===== config.mk =====
export PLATFORM = sky130hd
export DESIGN_NAME = pse_ctrl
export DESIGN_NICKNAME = d
export VERILOG_FILES = /design/src/sv/pse_pkg.sv /design/src/sv/pse_ctrl.sv
export SDC_FILE = /design/constraint.sdc
export NUM_CORES = 1
export LEC_CHECK = 0
export BUFFER_PORTS_ARGS = -buffer_cell sky130_fd_sc_hd__buf_2
export CORE_UTILIZATION = 50
export DETAILED_ROUTE_END_ITERATION = 7
export GPL_ROUTABILITY_DRIVEN = 1
export PLACE_DENSITY_LB_ADDON = 0.25
export SETUP_SLACK_MARGIN = 0.4
export SLEW_MARGIN = 10
export SYNTH_ARGS = -nofsm -noshare
export SYNTH_HDL_FRONTEND = slang
export SYNTH_SLANG_ARGS = --single-unit

===== constraint.sdc =====
create_clock -name clk -period 3.8 [get_ports clk]
set_input_delay 0 -clock clk [delete_from_list [all_inputs] [get_ports clk]]
set_output_delay 0 -clock clk [all_outputs]
set_load 0.01 [all_outputs]

===== src/sv/pse_pkg.sv =====
// ----------------------------------------------------------------------------
// pse_pkg
// Types and constants shared by the postfix stack evaluator modules.
// ----------------------------------------------------------------------------
package pse_pkg;

    typedef struct packed {
        logic [7:0] char_code;
        logic       end_of_expression;
    } in_item_t;

    typedef struct packed {
        logic signed [31:0] value;
        logic [1:0]         status;
    } out_item_t;

    localparam logic [1:0] ST_OK       = 2'd0;
    localparam logic [1:0] ST_INVALID  = 2'd1;
    localparam logic [1:0] ST_DIVZERO  = 2'd2;
    localparam logic [1:0] ST_OVERFLOW = 2'd3;

    localparam logic [7:0] CH_PLUS  = 8'h2B;
    localparam logic [7:0] CH_MINUS = 8'h2D;
    localparam logic [7:0] CH_MUL   = 8'h2A;
    localparam logic [7:0] CH_DIV   = 8'h2F;
    localparam logic [7:0] CH_POW   = 8'h5E;
    localparam logic [7:0] CH_SPACE = 8'h20;
    localparam logic [7:0] CH_ZERO  = 8'h30;
    localparam logic [7:0] CH_NINE  = 8'h39;

    // Datapath operation codes.
    typedef enum logic [2:0] {
        OP_NONE  = 3'd0,
        OP_ADD   = 3'd1,
        OP_SUB   = 3'd2,
        OP_MUL   = 3'd3,
        OP_DIV   = 3'd4,
        OP_POW   = 3'd5
    } op_t;

    // Commands from the controller to the datapath.
    typedef struct packed {
        logic digit;     // fold a digit into the accumulator
        logic clr_num;   // clear the accumulator
        logic push_acc;  // push accumulator (write RAM)
        logic rd_b;      // read top entry
        logic rd_a;      // read second entry, latch b
        logic lat_a;     // latch a
        logic start;     // start the selected operation
        logic push_res;  // push the operation result
        logic rd_bot;    // read stack bottom
        logic clr_stk;   // clear stack count
        op_t  op;
    } cmd_t;

    // Status from the datapath.
    typedef struct packed {
        logic full;
        logic lt2;
        logic cnt1;
        logic b_zero;
        logic busy;
    } sts_t;

endpackage


===== src/sv/pse_ctrl.sv =====
// ----------------------------------------------------------------------------
// pse_ctrl
// Controller: decodes each character and sequences the datapath.
// ----------------------------------------------------------------------------
module pse_ctrl (
    input  logic                clk,
    input  logic                rst_n,
    input  logic                in_valid,
    output logic                in_stall,
    input  pse_pkg::in_item_t   in_data,
    output logic                out_valid,
    input  logic                out_stall,
    output pse_pkg::out_item_t  out_data,
    output pse_pkg::cmd_t       cmd,
    output logic [3:0]          digit_val,
    input  pse_pkg::sts_t       sts,
    input  logic [31:0]         bottom
);
    typedef enum logic [10:0] {
        S_IDLE  = 11'b00000000001,
        S_PUSHN = 11'b00000000010,
        S_RDB   = 11'b00000000100,
        S_RDA   = 11'b00000001000,
        S_LATA  = 11'b00000010000,
        S_EXEC  = 11'b00000100000,
        S_WAIT  = 11'b00001000000,
        S_PUSHR = 11'b00010000000,
        S_ENDP  = 11'b00100000000,
        S_ENDR  = 11'b01000000000,
        S_ENDO  = 11'b10000000000
    } state_t;

    state_t         state_reg, state_next;
    logic [7:0]     ch_reg, ch_next;
    logic           end_reg, end_next;
    logic           pend_reg, pend_next;
    logic [1:0]     err_reg, err_next;
    pse_pkg::op_t   op_reg, op_next;
    logic           ov_reg, ov_next;
    pse_pkg::out_item_t od_reg, od_next;

    logic accept, is_digit, is_op;
    pse_pkg::op_t dec_op;

    assign accept   = in_valid && !in_stall;
    assign in_stall = (state_reg != S_IDLE);
    assign out_valid = ov_reg;
    assign out_data  = od_reg;
    assign digit_val = 4'(in_data.char_code - pse_pkg::CH_ZERO);
    assign is_digit  = (in_data.char_code >= pse_pkg::CH_ZERO) &&
                       (in_data.char_code <= pse_pkg::CH_NINE);

    // Operator decode.
    always_comb
    begin
        case (ch_reg)
            pse_pkg::CH_PLUS:  dec_op = pse_pkg::OP_ADD;
            pse_pkg::CH_MINUS: dec_op = pse_pkg::OP_SUB;
            pse_pkg::CH_MUL:   dec_op = pse_pkg::OP_MUL;
            pse_pkg::CH_DIV:   dec_op = pse_pkg::OP_DIV;
            pse_pkg::CH_POW:   dec_op = pse_pkg::OP_POW;
            pse_pkg::CH_SPACE: dec_op = pse_pkg::OP_NONE;
            default:           dec_op = pse_pkg::OP_NONE;
        endcase
    end
    assign is_op = (dec_op != pse_pkg::OP_NONE);

    // Next-state and command logic.
    always_comb
    begin
        state_next = state_reg;
        ch_next    = ch_reg;
        end_next   = end_reg;
        pend_next  = pend_reg;
        err_next   = err_reg;
        op_next    = op_reg;
        ov_next    = ov_reg && out_stall;
        od_next    = od_reg;
        cmd        = '0;
        cmd.op     = op_reg;
        case (state_reg)
            S_IDLE:
            begin
                if (accept)
                begin
                    ch_next  = in_data.char_code;
                    end_next = in_data.end_of_expression;
                    if (is_digit)
                    begin
                        if (err_reg == pse_pkg::ST_OK)
                        begin
                            cmd.digit = 1'b1;
                            pend_next = 1'b1;
                        end
                        state_next = in_data.end_of_expression ? S_ENDP : S_IDLE;
                    end
                    else
                    begin
                        state_next = S_PUSHN;
                    end
                end
            end
            S_PUSHN:
            begin
                // Push the pending number, then dispatch the character.
                if (pend_reg && err_reg == pse_pkg::ST_OK)
                begin
                    if (sts.full)
                    begin
                        err_next = pse_pkg::ST_OVERFLOW;
                    end
                    else
                    begin
                        cmd.push_acc = 1'b1;
                    end
                end
                pend_next   = 1'b0;
                cmd.clr_num = 1'b1;
                op_next     = dec_op;
                state_next  = end_reg ? S_ENDP : S_IDLE;
                if (is_op && !(pend_reg && sts.full) && err_reg == pse_pkg::ST_OK)
                begin
                    state_next = S_RDB;
                end
            end
            S_RDB:
            begin
                if (sts.lt2)
                begin
                    err_next   = pse_pkg::ST_INVALID;
                    state_next = end_reg ? S_ENDP : S_IDLE;
                end
                else
                begin
                    cmd.rd_b   = 1'b1;
                    state_next = S_RDA;
                end
            end
            S_RDA:
            begin
                cmd.rd_a   = 1'b1;
                state_next = S_LATA;
            end
            S_LATA:
            begin
                cmd.lat_a  = 1'b1;
                state_next = S_EXEC;
            end
            S_EXEC:
            begin
                if (op_reg == pse_pkg::OP_DIV && sts.b_zero)
                begin
                    err_next   = pse_pkg::ST_DIVZERO;
                    state_next = end_reg ? S_ENDP : S_IDLE;
                end
                else
                begin
                    cmd.start  = 1'b1;
                    state_next = (op_reg == pse_pkg::OP_DIV || op_reg == pse_pkg::OP_POW)
                                 ? S_WAIT : S_PUSHR;
                end
            end
            S_WAIT:
            begin
                if (!sts.busy)
                begin
                    state_next = S_PUSHR;
                end
            end
            S_PUSHR:
            begin
                // Two entries were popped, so the push always fits.
                cmd.push_res = 1'b1;
                state_next   = end_reg ? S_ENDP : S_IDLE;
            end
            S_ENDP:
            begin
                // Final push of a trailing number.
                if (pend_reg && err_reg == pse_pkg::ST_OK)
                begin
                    if (sts.full)
                    begin
                        err_next = pse_pkg::ST_OVERFLOW;
                    end
                    else
                    begin
                        cmd.push_acc = 1'b1;
                    end
                end
                pend_next   = 1'b0;
                cmd.clr_num = 1'b1;
                state_next  = S_ENDR;
            end
            S_ENDR:
            begin
                // Read the stack bottom; its data arrives in the next state.
                cmd.rd_bot = 1'b1;
                state_next = S_ENDO;
            end
            S_ENDO:
            begin
                cmd.rd_bot = 1'b1;
                if (!ov_reg || !out_stall)
                begin
                    ov_next = 1'b1;
                    if (err_reg == pse_pkg::ST_OK && !sts.cnt1)
                    begin
                        od_next.status = pse_pkg::ST_INVALID;
                    end
                    else
                    begin
                        od_next.status = err_reg;
                    end
                    od_next.value = (od_next.status == pse_pkg::ST_OK) ? bottom : '0;
                    cmd.clr_stk   = 1'b1;
                    err_next      = pse_pkg::ST_OK;
                    state_next    = S_IDLE;
                end
            end
            default: state_next = S_IDLE;
        endcase
    end

    always_ff @(posedge clk or negedge rst_n)
    begin
        if (!rst_n)
        begin
            state_reg <= S_IDLE;
            pend_reg  <= 1'b0;
            err_reg   <= pse_pkg::ST_OK;
            ov_reg    <= 1'b0;
        end
        else
        begin
            state_reg <= state_next;
            pend_reg  <= pend_next;
            err_reg   <= err_next;
            ov_reg    <= ov_next;
        end
    end

    always_ff @(posedge clk)
    begin
        ch_reg  <= ch_next;
        end_reg <= end_next;
        op_reg  <= op_next;
        od_reg  <= od_next;
    end
endmodule


== Yosys cells after proc, flatten, opt, wreduce, memory -nomap -nowiden ==
Index checks and enable logic that the tools add are counted.

* Register bits: 61
* Input bits: 50
* Output and inout bits: 53
* Word-level logic and storage cells: 112

* Add/sub/neg operators: 1
* Order comparisons: 2
* Equality and inequality tests: 28
* Muxes and demuxes: 44
* Reductions and logical operators: 28

{| class="wikitable"
|+ Operators with widths
! cell !! count
|-
| one-hot mux 11 bit (11 select lines) || 1
|-
| 2-to-1 mux 9 bit || 6
|-
| 2-to-1 mux 11 bit || 3
|-
| == test 8 x 6 -> 1 bit, second input constant || 4
|-
| 2-to-1 mux 1 bit || 21
|-
| 2-to-1 mux 2 bit || 9
|-
| one-hot mux 3 bit (5 select lines) || 1
|-
| inequality test 2 bit, second input constant || 7
|-
| == test 11 x 1 -> 1 bit, second input constant || 1
|-
| == test 11 x 10 -> 1 bit, second input constant || 1
|-
| == test 11 bit, second input constant || 1
|-
| == test 11 x 2 -> 1 bit, second input constant || 1
|-
| == test 11 x 3 -> 1 bit, second input constant || 1
|-
| == test 11 x 4 -> 1 bit, second input constant || 1
|-
| == test 11 x 5 -> 1 bit, second input constant || 1
|-
| == test 11 x 6 -> 1 bit, second input constant || 1
|-
| == test 11 x 7 -> 1 bit, second input constant || 1
|-
| == test 11 x 8 -> 1 bit, second input constant || 1
|-
| == test 11 x 9 -> 1 bit, second input constant || 1
|-
| inequality test 11 x 1 -> 1 bit, second input constant || 1
|-
| logical AND 1 bit || 9
|-
| == test 8 x 7 -> 1 bit, second input constant || 1
|-
| greater-or-equal comparator 8 x 6 -> 1 bit, second input constant || 1
|-
| less-or-equal comparator 8 x 6 -> 1 bit, second input constant || 1
|-
| 17 further kinds || 27
|}

== Longest topological paths before layout ==
* Word-level depth: 7
* Gate-level depth with buffers: 7
* Gate-level depth less buffers: 6

== Least setup slack after synthesis ==
Ideal clock, no wire load.

* Kind: reg2reg
* Start: register state_reg[3]
* End: register od_reg (netlist bit out_data[0]), enable pin
* Library setup time: 0.443 ns
* Data arrival time: 3.040 ns
* Required time: 3.357 ns
* Path slack: 0.316 ns
* Cell stages (with the launch flop): 5
* Path buffers: 1
* Clock period less this slack: 3.484 ns
* Path through: dfrtp_1 buf_4 nor4_4 nand4_1 a21oi_1

* Word-level cells in the longest chain between the ends: 2

{| class="wikitable"
|+ RTL lines
! element !! RTL line !! RTL
|-
| start: declaration || pse_ctrl.sv:33 || <nowiki>state_t state_reg, state_next;</nowiki>
|-
| start signal: assignment || pse_ctrl.sv:235 || <nowiki>state_reg <= state_next;</nowiki>
|-
| == test 11 bit || pse_ctrl.sv:81 || <nowiki>case (state_reg)</nowiki>
|-
| AND reduction 2 bit (no line) || - ||
|-
| end signal: assignment || pse_ctrl.sv:247 || <nowiki>od_reg <= od_next;</nowiki>
|-
| end: declaration || pse_ctrl.sv:40 || <nowiki>pse_pkg::out_item_t od_reg, od_next;</nowiki>
|}

No other way between the ends.
A chain may end at the register's enable or synchronous reset.

== Worst setup path in the final report ==
* Start: register state_reg[7]
* End: register od_reg (netlist bit out_data[11]), enable pin

The elaborated chain is that of the path after synthesis.

==> results.ini <==
[sta]
finalHoldViolations = 0
timing.final.ws_setup_ps = 964
finalCritPeriodShare = 0.746
fin_skew_ps = 3.98
maxSlewHeadroom = 0.427
max_freq_mhz = 353
min_period_ps = 2840
fin_tns_setup_ps = 0
worstMarginPinSlew_ps = 857
timing.final.max_slew_violations = 0
setup_violations = 0
rsz0062_at_grt = no

[critical_path]
critPathRequiredTime_ps = 3830
worst-path-buf-inv = 1
worstPathCellList = nor4_4 -> nand4_1 -> a21oi_4 -> buf_4
cp_max_fo = 28
slowest_delay_ps = 770
crit_family = simple AND/OR/NAND/NOR gates
crit_path_top_delay_cell = a21oi_4
end_kind = register
criticalPathCategory = reg2reg
arrival_ps = 2870
cp-start-kind = register

[route]
via_count = 2383
wl_per_cell_um = 15.5
viasPerCell = 5.24
drtPass1Iterations = 4
drcViolationCount = 0
drt_iter0_markers = 131
routed_wl_um = 7070
final_antenna_net_count = 0

[grt]
grt_pass1_vias = 2274
grt_usage = 0.247
grt_pass1_wl_um = 11100
antenna_found_initial = 0
overflow = 0
grt_max_degree = 35

[layout]
mostFrequentLayoutCell = buf_2
layout_common_cells = buf_2 (102), edfxtp_1 (46), dlygate4sd3_1 (43), and3_1 (34), nor2_1 (22)
fin_util = 0.720
n_antenna_cell = 0
syn2layout_area_growth_pct = 38.2
nNetsFinal = 429
drive_gt1_frac = 0.345
largest_reg_flops = 34

[pwr]
switching_power_mw = 0.468
power.leakage_nw = 1.67
internal-power_mw = 1.21
p_comb_frac = 0.200
netSwitchingFraction = 0.279
p_seq_frac = 0.486
p_per_area_nw_per_um2 = 421
ir_drop_mv = 0.300
p_clk_frac = 0.314

[synthesis]
synth_warnings = 0
syn_area_um2 = 2890
synth_edf_count = 46
ys_seq_area_frac = 0.609
synth.lib_cells_used.distinct = 52
synthArstFlopShare = 0.246
syn_inst = 241
synthFlopType = edfxtp_1
ys_seq_elements = 61
avgSynthCellArea_um2 = 12.0
syn-num-nets = 291

[clocking]
numCtsBuffers = 9
cts-root-buf = clkbuf_8
cts_tree = built
post_cts_resized = 0
cts.sinks = 61
clkTransAtPathRegs_ps = 60
cts_buffer_depth = 2
htreeDepth = 3
worstSkewPairLatency_ps = 330

[floorplanning]
start_util = 0.521
io_pins = 103
core_area_um2 = 5540
dieHeight_um = 78.0
die_area_um2 = 6080
fp-row-count = 27
die_w_um = 78.0

[run_status]
status = finished, final reports clean

[placed_design]
hpwl_um = 4520
dp_slack_ps = 972
io_buffer_count = 102
finalWeightedCongestion = 0.823

[min_path]
hp-class = in2reg

[flow_run]
drv_cap = 0

-- Yosys cell counts (all sizes together) (2+ instances only) --
cell     count  share of area
edfxtp      46           0.48
nor3        11          0.023
xor2         2         0.0061
or4          2         0.0056
buf          9          0.025
o21a         3         0.0078
a2111oi      2         0.0061
and3        34          0.074
clkbuf      11          0.022
nand2b       5          0.011
xnor2        2         0.0061
or3b         2         0.0061
nand3        5         0.0087
nand2       14          0.022
nor3b        2         0.0052
nor4b        2         0.0061
nand4        5          0.011
o21ai        8          0.014
dfrtp       14           0.12
nor4bb       2         0.0069
a21oi        7          0.012
nor2        23          0.030
a31oi        2         0.0043
nor4         2          0.015
inv          7         0.0091
-- layer usage --
metal | global-route usage | vias to the layer above | routed length (um) | part of all wire
met5 | 0 | - | 0 | 0
met1 | 0.296 | 1116 | 2860 | 0.41
li1 | - | 1164 | - | -
met3 | 0.0588 | 18 | 416 | 0.059
met4 | 0.122 | 0 | 180 | 0.025
met2 | 0.417 | 85 | 3600 | 0.51
-- cell families after synthesis --
family / synth area share
AOI/OAI and AO/OA: 0.0806
xor gates and xnor gates: 0.0121
buffers and inverters: 0.0564
DFF: 0.609
muxes: 0.00347
and+or+nand+nor: 0.238
-- metrics by stage --
stage                     cells  power, mW  hold slack (ps)  cell area, um^2
final                       455       1.68             4.96             3990
after global routing        455       1.76             4.38             3990
after CTS                   455       1.68             3.84             3990
after detailed placement    397       1.12            -76.8             3380
after global placement      397       1.12            -73.8             3380
after floorplan             241       1.03             -296             2890
-- layout make-up --
class | instances | area (um^2)
Timing Repair Buffer | 147 | 956
Clock inverter | 6 | 55.1
Multi-Input combinational cell | 153 | 980
Clock buffer | 9 | 124
Sequential cell | 61 | 1760
Tap cell | 72 | 90.1
Fill cell | 410 | 1550
Inverter | 7 | 26.3
-- power by group through the flow --
| stage | sequential (mW) | combinational [mW] | clock, mW |
|---|---|---|---|
| after CTS | 0.815 | 0.333 | 0.533 |
| after floorplan | 0.810 | 0.218 | 0 |
| after detailed placement | 0.828 | 0.296 | 0 |
| after global routing | 0.823 | 0.368 | 0.567 |
| final | 0.816 | 0.335 | 0.527 |
| after global placement | 0.825 | 0.292 | 0 |
-- worst paths after layout --
check,from,to,slack [ps],cells after the start
max in group asynchronous,rst_n,state_reg[0]$_DFFE_PN1P_,3390,2
max,state_reg[7]$_DFFE_PN0P_,out_data[11]$_SDFFCE_PP0P_,960,4
max reg2reg,state_reg[7]$_DFFE_PN0P_,out_data[11]$_SDFFCE_PP0P_,960,4
min in group asynchronous,rst_n,state_reg[4]$_DFFE_PN0P_,110,2
min reg2reg,pend_reg$_DFFE_PN0P_,pend_reg$_DFFE_PN0P_,560,1
min,bottom[26],out_data[28]$_SDFFCE_PP0P_,5,2
-- what timing repair did --
action,4_1_cts,5_1_grt
buffers inserted,0,0
hold buffers,43,0
endpoints found under the hold margin,58,0
No activity file was read; power rests on OpenSTA's default activity.
